### src/rtl/bmhq_pkg.sv
// Shared types and constants for the binary max-heap queue.
// Used by binary_max_heap_queue; no dependencies of its own.
package bmhq_pkg;

  localparam int KEY_W        = 32;
  localparam int KIND_W       = 2;
  localparam int POS_W        = 6;
  localparam int STATUS_W     = 2;
  localparam int CAPACITY_DEF = 64;

  typedef enum logic [KIND_W-1:0] {
    KIND_INSERT  = 2'd0,
    KIND_EXTRACT = 2'd1,
    KIND_CHANGE  = 2'd2,
    KIND_DELETE  = 2'd3
  } kind_t;

  typedef enum logic [STATUS_W-1:0] {
    ST_OK     = 2'd0,
    ST_EMPTY  = 2'd1,
    ST_FULL   = 2'd2,
    ST_BADPOS = 2'd3
  } status_t;

  typedef enum logic [3:0] {
    S_IDLE,
    S_OLD_W,
    S_DEL_W,
    S_DEL_LAST,
    S_LAST_W,
    S_UP,
    S_UP_W,
    S_DN,
    S_DN_L,
    S_DN_R,
    S_RESULT
  } state_t;

endpackage

### src/rtl/binary_max_heap_queue.sv
// Binary max-heap priority queue of signed 32-bit keys.
// Input channel (in_valid/in_stall): one request word with kind, value and
// position. Kinds: insert, extract max, change key at a slot, delete a slot.
// Result channel (out_valid/out_stall): one word per request with the removed
// key, the new maximum, the key count and a status (ok, empty, full, bad slot).
// Keys live in one RAM with a registered read; the moving key is held in a
// register and parents or children are shifted into the hole until it settles.
// An error goes straight to the result; an insert starts sift-up at once, other
// requests mostly first read the old or last key. Each sift-up level reads the
// parent; each sift-down level reads the left, then the right child (only the left
// for a single child, none at a leaf), all through the single RAM read port.
// One request is in flight at a time; in_stall is high while it is worked on.
// A finished result sits in the output register; the next request is accepted
// while it waits, and only the final hand-off waits on out_stall.
// Reset (rst_n low, synchronous) empties the heap and drops any pending result;
// RAM contents are not cleared since only slots below the count are read.
module binary_max_heap_queue #(
  parameter int CAPACITY = bmhq_pkg::CAPACITY_DEF,
  localparam int IDX_W   = $clog2(CAPACITY),
  localparam int CNT_W   = $clog2(CAPACITY + 1)
) (
  input  logic                                clk,
  input  logic                                rst_n,
  input  logic                                in_valid,
  output logic                                in_stall,
  input  logic [bmhq_pkg::KIND_W-1:0]         in_kind,
  input  logic signed [bmhq_pkg::KEY_W-1:0]   in_value,
  input  logic [bmhq_pkg::POS_W-1:0]          in_position,
  output logic                                out_valid,
  input  logic                                out_stall,
  output logic signed [bmhq_pkg::KEY_W-1:0]   out_removed_value,
  output logic signed [bmhq_pkg::KEY_W-1:0]   out_top_value,
  output logic [CNT_W-1:0]                    out_count,
  output logic [bmhq_pkg::STATUS_W-1:0]       out_status
);

  localparam int KEY_W = bmhq_pkg::KEY_W;
  localparam int CMP_W = (CNT_W > bmhq_pkg::POS_W) ? CNT_W : bmhq_pkg::POS_W;

  bmhq_pkg::state_t  state_r, state_nxt;
  bmhq_pkg::status_t status_r, status_nxt;
  bmhq_pkg::status_t acc_status;
  bmhq_pkg::kind_t   in_kind_e;

  logic signed [KEY_W-1:0] key_r, key_nxt;
  logic signed [KEY_W-1:0] lval_r, lval_nxt;
  logic signed [KEY_W-1:0] removed_r, removed_nxt;
  logic signed [KEY_W-1:0] top_r;
  logic [IDX_W-1:0]        hole_r, hole_nxt;
  logic [CNT_W-1:0]        cnt_r, cnt_nxt;

  logic                    out_valid_r, out_valid_nxt;
  logic signed [KEY_W-1:0] out_removed_r, out_top_r;
  logic [CNT_W-1:0]        out_count_r;
  logic [bmhq_pkg::STATUS_W-1:0] out_status_r;
  logic                    out_load;

  logic                    mem_we;
  logic [IDX_W-1:0]        mem_waddr, mem_raddr;
  logic signed [KEY_W-1:0] mem_wdata;
  logic [KEY_W-1:0]        mem_rdata_raw;
  logic signed [KEY_W-1:0] rdata;

  logic                    in_fire;
  logic [CMP_W-1:0]        pos_ext;
  logic [IDX_W-1:0]        pos_idx;
  logic [IDX_W-1:0]        parent;
  logic [IDX_W:0]          lchild, rchild, cnt_ext;
  logic                    l_in, r_in;
  logic                    up_gt, l_gt, r_gt, dn_move;
  logic signed [KEY_W-1:0] cur_big;
  logic [IDX_W:0]          big_idx;
  logic signed [KEY_W-1:0] big_val;
  logic                    last_is_pos;

  bmhq_ram #(
    .WIDTH (KEY_W),
    .DEPTH (CAPACITY)
  ) u_heap_ram (
    .clk   (clk),
    .we    (mem_we),
    .waddr (mem_waddr),
    .wdata (mem_wdata),
    .raddr (mem_raddr),
    .rdata (mem_rdata_raw)
  );

  assign rdata     = mem_rdata_raw;
  assign in_stall  = (state_r != bmhq_pkg::S_IDLE);
  assign in_fire   = in_valid && !in_stall;
  assign in_kind_e = bmhq_pkg::kind_t'(in_kind);
  assign pos_ext   = CMP_W'(in_position);
  assign pos_idx   = IDX_W'(pos_ext);

  assign parent  = IDX_W'((hole_r - 1'b1) >> 1);
  assign lchild  = {hole_r, 1'b1};
  assign rchild  = lchild + 1'b1;
  assign cnt_ext = (IDX_W + 1)'(cnt_r);
  assign l_in    = lchild < cnt_ext;
  assign r_in    = rchild < cnt_ext;

  assign up_gt   = key_r > rdata;
  assign l_gt    = lval_r > key_r;
  assign cur_big = l_gt ? lval_r : key_r;
  assign r_gt    = rdata > cur_big;
  assign dn_move = l_gt || r_gt;
  assign big_idx = r_gt ? rchild : lchild;
  assign big_val = r_gt ? rdata : lval_r;

  assign last_is_pos = (CNT_W'(hole_r) == (cnt_r - 1'b1));

  // request check at accept; empty takes priority over the slot check
  always_comb begin
    acc_status = bmhq_pkg::ST_OK;
    if (in_kind_e == bmhq_pkg::KIND_INSERT) begin
      if (cnt_r == CNT_W'(CAPACITY)) begin
        acc_status = bmhq_pkg::ST_FULL;
      end
    end else if (cnt_r == '0) begin
      acc_status = bmhq_pkg::ST_EMPTY;
    end else if (in_kind_e != bmhq_pkg::KIND_EXTRACT && pos_ext >= CMP_W'(cnt_r)) begin
      acc_status = bmhq_pkg::ST_BADPOS;
    end
  end

  assign out_load = (state_r == bmhq_pkg::S_RESULT) && (!out_valid_r || !out_stall);

  // next state
  always_comb begin
    state_nxt = state_r;
    case (state_r)
      bmhq_pkg::S_IDLE: begin
        if (in_fire) begin
          if (acc_status != bmhq_pkg::ST_OK) begin
            state_nxt = bmhq_pkg::S_RESULT;
          end else begin
            case (in_kind_e)
              bmhq_pkg::KIND_INSERT:  state_nxt = bmhq_pkg::S_UP;
              bmhq_pkg::KIND_EXTRACT: state_nxt = (cnt_r == CNT_W'(1)) ?
                                                  bmhq_pkg::S_RESULT : bmhq_pkg::S_LAST_W;
              bmhq_pkg::KIND_CHANGE:  state_nxt = bmhq_pkg::S_OLD_W;
              bmhq_pkg::KIND_DELETE:  state_nxt = bmhq_pkg::S_DEL_W;
              default:                state_nxt = bmhq_pkg::S_RESULT;
            endcase
          end
        end
      end
      bmhq_pkg::S_OLD_W:    state_nxt = up_gt ? bmhq_pkg::S_UP : bmhq_pkg::S_DN;
      bmhq_pkg::S_DEL_W:    state_nxt = last_is_pos ? bmhq_pkg::S_RESULT : bmhq_pkg::S_DEL_LAST;
      bmhq_pkg::S_DEL_LAST: state_nxt = (rdata > removed_r) ? bmhq_pkg::S_UP : bmhq_pkg::S_DN;
      bmhq_pkg::S_LAST_W:   state_nxt = bmhq_pkg::S_DN;
      bmhq_pkg::S_UP:       state_nxt = (hole_r == '0) ? bmhq_pkg::S_RESULT : bmhq_pkg::S_UP_W;
      bmhq_pkg::S_UP_W:     state_nxt = up_gt ? bmhq_pkg::S_UP : bmhq_pkg::S_RESULT;
      bmhq_pkg::S_DN:       state_nxt = l_in ? bmhq_pkg::S_DN_L : bmhq_pkg::S_RESULT;
      bmhq_pkg::S_DN_L: begin
        if (r_in) begin
          state_nxt = bmhq_pkg::S_DN_R;
        end else begin
          state_nxt = (rdata > key_r) ? bmhq_pkg::S_DN : bmhq_pkg::S_RESULT;
        end
      end
      bmhq_pkg::S_DN_R:     state_nxt = dn_move ? bmhq_pkg::S_DN : bmhq_pkg::S_RESULT;
      bmhq_pkg::S_RESULT:   state_nxt = out_load ? bmhq_pkg::S_IDLE : bmhq_pkg::S_RESULT;
      default:              state_nxt = bmhq_pkg::S_IDLE;
    endcase
  end

  // datapath and RAM control
  always_comb begin
    key_nxt     = key_r;
    lval_nxt    = lval_r;
    removed_nxt = removed_r;
    hole_nxt    = hole_r;
    cnt_nxt     = cnt_r;
    status_nxt  = status_r;
    mem_we      = 1'b0;
    mem_waddr   = hole_r;
    mem_wdata   = key_r;
    mem_raddr   = parent;
    case (state_r)
      bmhq_pkg::S_IDLE: begin
        mem_raddr = pos_idx;
        if (in_fire) begin
          status_nxt  = acc_status;
          removed_nxt = '0;
          key_nxt     = in_value;
          hole_nxt    = pos_idx;
          if (acc_status == bmhq_pkg::ST_OK) begin
            case (in_kind_e)
              bmhq_pkg::KIND_INSERT: begin
                hole_nxt = IDX_W'(cnt_r);
                cnt_nxt  = cnt_r + 1'b1;
              end
              bmhq_pkg::KIND_EXTRACT: begin
                removed_nxt = top_r;
                cnt_nxt     = cnt_r - 1'b1;
                hole_nxt    = '0;
                mem_raddr   = IDX_W'(cnt_r - 1'b1);
              end
              default: begin
              end
            endcase
          end
        end
      end
      bmhq_pkg::S_OLD_W: begin
      end
      bmhq_pkg::S_DEL_W: begin
        removed_nxt = rdata;
        cnt_nxt     = cnt_r - 1'b1;
        mem_raddr   = IDX_W'(cnt_r - 1'b1);
      end
      bmhq_pkg::S_DEL_LAST: begin
        key_nxt = rdata;
      end
      bmhq_pkg::S_LAST_W: begin
        key_nxt = rdata;
      end
      bmhq_pkg::S_UP: begin
        // root reached: settle the key there
        if (hole_r == '0) begin
          mem_we = 1'b1;
        end
      end
      bmhq_pkg::S_UP_W: begin
        mem_we = 1'b1;
        if (up_gt) begin
          mem_wdata = rdata;
          hole_nxt  = parent;
        end
      end
      bmhq_pkg::S_DN: begin
        mem_raddr = IDX_W'(lchild);
        if (!l_in) begin
          mem_we = 1'b1;
        end
      end
      bmhq_pkg::S_DN_L: begin
        lval_nxt  = rdata;
        mem_raddr = IDX_W'(rchild);
        if (!r_in) begin
          mem_we = 1'b1;
          if (rdata > key_r) begin
            mem_wdata = rdata;
            hole_nxt  = IDX_W'(lchild);
          end
        end
      end
      bmhq_pkg::S_DN_R: begin
        mem_we = 1'b1;
        if (dn_move) begin
          mem_wdata = big_val;
          hole_nxt  = IDX_W'(big_idx);
        end
      end
      bmhq_pkg::S_RESULT: begin
      end
      default: begin
      end
    endcase
  end

  assign out_valid_nxt = out_load || (out_valid_r && out_stall);

  always_ff @(posedge clk) begin
    if (!rst_n) begin
      state_r     <= bmhq_pkg::S_IDLE;
      cnt_r       <= '0;
      out_valid_r <= 1'b0;
    end else begin
      state_r     <= state_nxt;
      cnt_r       <= cnt_nxt;
      out_valid_r <= out_valid_nxt;
    end
  end

  always_ff @(posedge clk) begin
    key_r     <= key_nxt;
    lval_r    <= lval_nxt;
    removed_r <= removed_nxt;
    hole_r    <= hole_nxt;
    status_r  <= status_nxt;
    // mirror slot 0 so the maximum is at hand without a read
    if (mem_we && mem_waddr == '0) begin
      top_r <= mem_wdata;
    end
    if (out_load) begin
      out_removed_r <= removed_r;
      out_top_r     <= (cnt_r != '0) ? top_r : '0;
      out_count_r   <= cnt_r;
      out_status_r  <= status_r;
    end
  end

  assign out_valid         = out_valid_r;
  assign out_removed_value = out_removed_r;
  assign out_top_value     = out_top_r;
  assign out_count         = out_count_r;
  assign out_status        = out_status_r;

endmodule

### src/rtl/bmhq_ram.sv
// Generic simple dual-port RAM: one write port, one read port, registered read.
// No dependencies.
module bmhq_ram #(
  parameter int WIDTH = 32,
  parameter int DEPTH = 64
) (
  input  logic                     clk,
  input  logic                     we,
  input  logic [$clog2(DEPTH)-1:0] waddr,
  input  logic [WIDTH-1:0]         wdata,
  input  logic [$clog2(DEPTH)-1:0] raddr,
  output logic [WIDTH-1:0]         rdata
);

  logic [WIDTH-1:0] mem [DEPTH];

  always_ff @(posedge clk) begin
    if (we) begin
      mem[waddr] <= wdata;
    end
    rdata <= mem[raddr];
  end

endmodule
### config.mk
export PLATFORM = sky130hd
export DESIGN_NAME = binary_max_heap_queue
export DESIGN_NICKNAME = d
export VERILOG_FILES = /design/src/rtl/bmhq_pkg.sv /design/src/rtl/binary_max_heap_queue.sv /design/src/rtl/bmhq_ram.sv
export SDC_FILE = /design/constraint.sdc
export NUM_CORES = 2
export LEC_CHECK = 0
export BUFFER_PORTS_ARGS = -buffer_cell sky130_fd_sc_hd__buf_2
export CAP_MARGIN = 20
export CORE_MARGIN = 4
export CORE_UTILIZATION = 50
export CTS_CLUSTER_DIAMETER = 80
export DETAILED_ROUTE_END_ITERATION = 7
export PLACE_DENSITY = 0.78
export SKIP_CTS_REPAIR_TIMING = 1
export SLEW_MARGIN = 20
export SYNTH_ARGS = -nofsm -noshare
export SYNTH_HDL_FRONTEND = slang
export SYNTH_SLANG_ARGS = --single-unit
export TNS_END_PERCENT = 10
### constraint.sdc
create_clock -name clk -period 8.1 [get_ports clk]
set_clock_uncertainty 0.1 [all_clocks]
set_input_delay 1.215 -clock clk [delete_from_list [all_inputs] [get_ports clk]]
set_output_delay 1.215 -clock clk [all_outputs]
set_load 0.01 [all_outputs]
==> run summary <==
status - finished, final reports clean
Crit Path Max Fanout - 65
Layout area overhead - 11.1%
vias in the first global route - 61.4k
Root Buffer - clkbuf_16
pre-CTS setup slack - 0.287 ns
CP arrival - 8.22 ns
final WL - 274 mm
post-synth top area share - 70.9%
largest net degree at the start of global routing - 137
commonest non-fill, non-tap cell in the layout - edfxtp_1
Mean Syn Cell Area - 13.0 sq um
DRC viols - 0
TritonCTS clock tree - yes
Post-synth EDFFs - 2257
yosys warns - 0
Seq. cell area - 0.0687 sq mm
worst setup path class - flip-flop to flip-flop
CP Depth - 23
relative slew slack - 16.6%
Final setup violation count - 0
# IOs - 119
cells after synthesis - 7357
min Tclk post-route - 7.82 ns
DR pass1 iterations - 6
crit-path cells - inv_1, ha_1, a21o_1, a21oi_1, o221ai_1, a21oi_1, o31ai_1, a311oi_1, mux2i_4, buf_4, nor2_1, a21oi_1, ha_1, a211oi_1, o21ai_0, a221oi_1, o31a_1, a41oi_1, and2_1, nor3_1, nor2b_4, nand2b_2, a21o_2
Syn Nets - 7553
count of cell types in the netlist - 81
worst path bufs/invs - 2
crit start category - flip-flop
Reg2Reg Depth - 23
via/cell ratio - 6.41
HP Class - flip-flop to flip-flop
Die X-Extent - 445 um
Critical path origin - key_r[17]
num rows - 160
global route overflow - 0
flop-to-flop setup slack - 0.28 ns
die area - 0.198 sq mm
initial drt markers - 10.5k
CTS H-Tree Depth - 4
final net count - 7577
Final Hold Fails - 0
fin worst setup slack - 0.279 ns
most numerous cell on the critical path - a21oi_1
post-route ant nets - 0
core area - 0.190 sq mm
CP top delay family - compound AO/OA/AOI/OAI gates
RR Endpoint - u_heap_ram.mem[6][31]
Least-Margin Pin Slew - 1.25 ns
fin crit share - 96.6%
Hold Path Origin - status_r[1]
RSZ-0062 raised after global routing - yes
max cap viols - 0
Initial Util - 50.3%
#FFs+latches synth - 2301
CTS Buf Count - 208
FF-to-FF Start - key_r[17]
synth top area cells - edfxtp_1, nand2_1, nand3_1
kind of end point of the critical path - flip-flop
Vias - 64.6k
overall routing resource usage - 26.9%
CP max-delay cell - a21o_2
initial antenna violation count - 12
IO Port Bufs - 118
layout cell share with drive strength beyond 1 - 10.1%
RD Place Congestion - 0.940
Reg clk slew, reported paths - 0.06 ns
largest stage delay on the critical path - 0.95 ns
WL/cell - 27.2 um
Sink Count - 2301
first-pass GRT wire length - 400 mm
fin. max-slew vios - 0
Die Ht - 445 um
final core utilization - 55.9%
Synth Flop Type - edfxtp_1
CP required - 8.50 ns
post-synthesis sequential area ratio - 71.8%
clk buf depth - 3
Multi-input gate area - 0.0249 sq mm
Clock Latency Late Sink - 0.86 ns
FMAX - 128 MHz
post-synth top area cell - edfxtp_1
Cell Area, Synth - 0.0956 sq mm
critical path endpoint - u_heap_ram.mem[6][31]
Fillers - 14.4k
Synth async-reset ratio - 0%
HPWL Detailed - 155 mm
most frequent cells in the layout - edfxtp_1, nand2_1, nand3_1
[metal layers]
metal,up-vias,routed length [um],track usage [%]
li1,27400,-,-
met1,31500,99100,36.1
met2,4803,128000,42.8
met3,825,34600,6.16
met4,10,12500,11.1
met5,-,69,0
[logic make-up (layout without fill, tap and decap cells)]
logic type | count (synthesis) | count (layout) | synth area share [%]
AND/OR/NAND/NOR | 3220 | 3220 | 14.7
multiplexers | 66 | 66 | 0.745
AO/OA/AOI/OAI | 1009 | 1009 | 7.56
XOR/XNOR | 29 | 29 | 0.266
buffers and inverters | 580 | 788 | 2.91
other | 0 | 1 | 0
adder cells (fa/ha/maj) | 152 | 152 | 1.99
flip-flops | 2301 | 2301 | 71.8
[synthesized netlist by cell type (5+ instances only)]
cell and instances:
a211oi_1 18, a21o_1 55, a21oi_1 143, a221oi_1 5, a22o_1 62, a22oi_1 108, a311oi_1 214, a31oi_1 235
a32o_1 5, a41oi_1 7, and2_1 39, and3_1 242, and4_1 23, buf_1 24, buf_2 263, buf_4 34
buf_6 20, clkbuf_1 141, dfxtp_1 44, edfxtp_1 2257, ha_1 152, inv_1 95, mux2_2 38, mux2i_1 27
nand2_1 2046, nand2b_1 13, nand3_1 590, nand4_1 39, nor2_1 145, nor2b_1 12, nor3_1 28, nor4_1 11
o211a_1 6, o211ai_1 15, o21a_1 9, o21ai_0 64, o221ai_1 5, o31ai_1 8, or3_1 9, xnor2_1 24
xor2_1 5
[how the worst min path moves through the flow]
stage | slack (ns) | end | depth (start not counted)
6_report | 0.32 | out_status[1] | 0
5_1_grt | 0.34 | out_status[1] | 0
4_1_cts | 0.32 | out_status[1] | 0
3_5_place_dp | 0.31 | out_status[1] | 0
3_3_place_gp | 0.31 | out_status[0] | 0
2_1_floorplan | 0.30 | out_status[0] | 0
[per-stage QoR]
step	area [sq um]	cells	setup TNS [ns]	hold WS, ns
after global routing	106000	10100	-36.13	0.342
after floorplan	95600	7357	0	0.300
after CTS	106000	10100	0	0.324
after detailed placement	99500	9681	0	0.309
after global placement	99500	9679	0	0.307
final	106000	10100	0	0.321
[state kept, by name, summed over array words and instances, names as in the netlist]
register	cells
cnt_ext	7
hole_r	6
key_r	32
lval_r	32
out_count	7
out_removed_value	32
out_status	2
out_top_value	32
out_valid	1
removed_r	32
state_r	4
status_r	2
top_r	32
u_heap_ram.mem	2048
u_heap_ram.rdata	32
[final cells by class]
class / instances / area share (%)
repair buffers: 296 / 2.40
inverters: 98 / 0.346
clock inverters: 122 / 0.985
multi-input cells: 4476 / 23.4
flip-flops and latches: 2301 / 64.6
well taps: 2511 / 2.96
clock buffers: 272 / 5.24
diodes: 1 / 0.00236
Power is left out: the tool's default activity adds up to more than one toggle a clock period on the data nets, which glitch-free logic cannot reach.
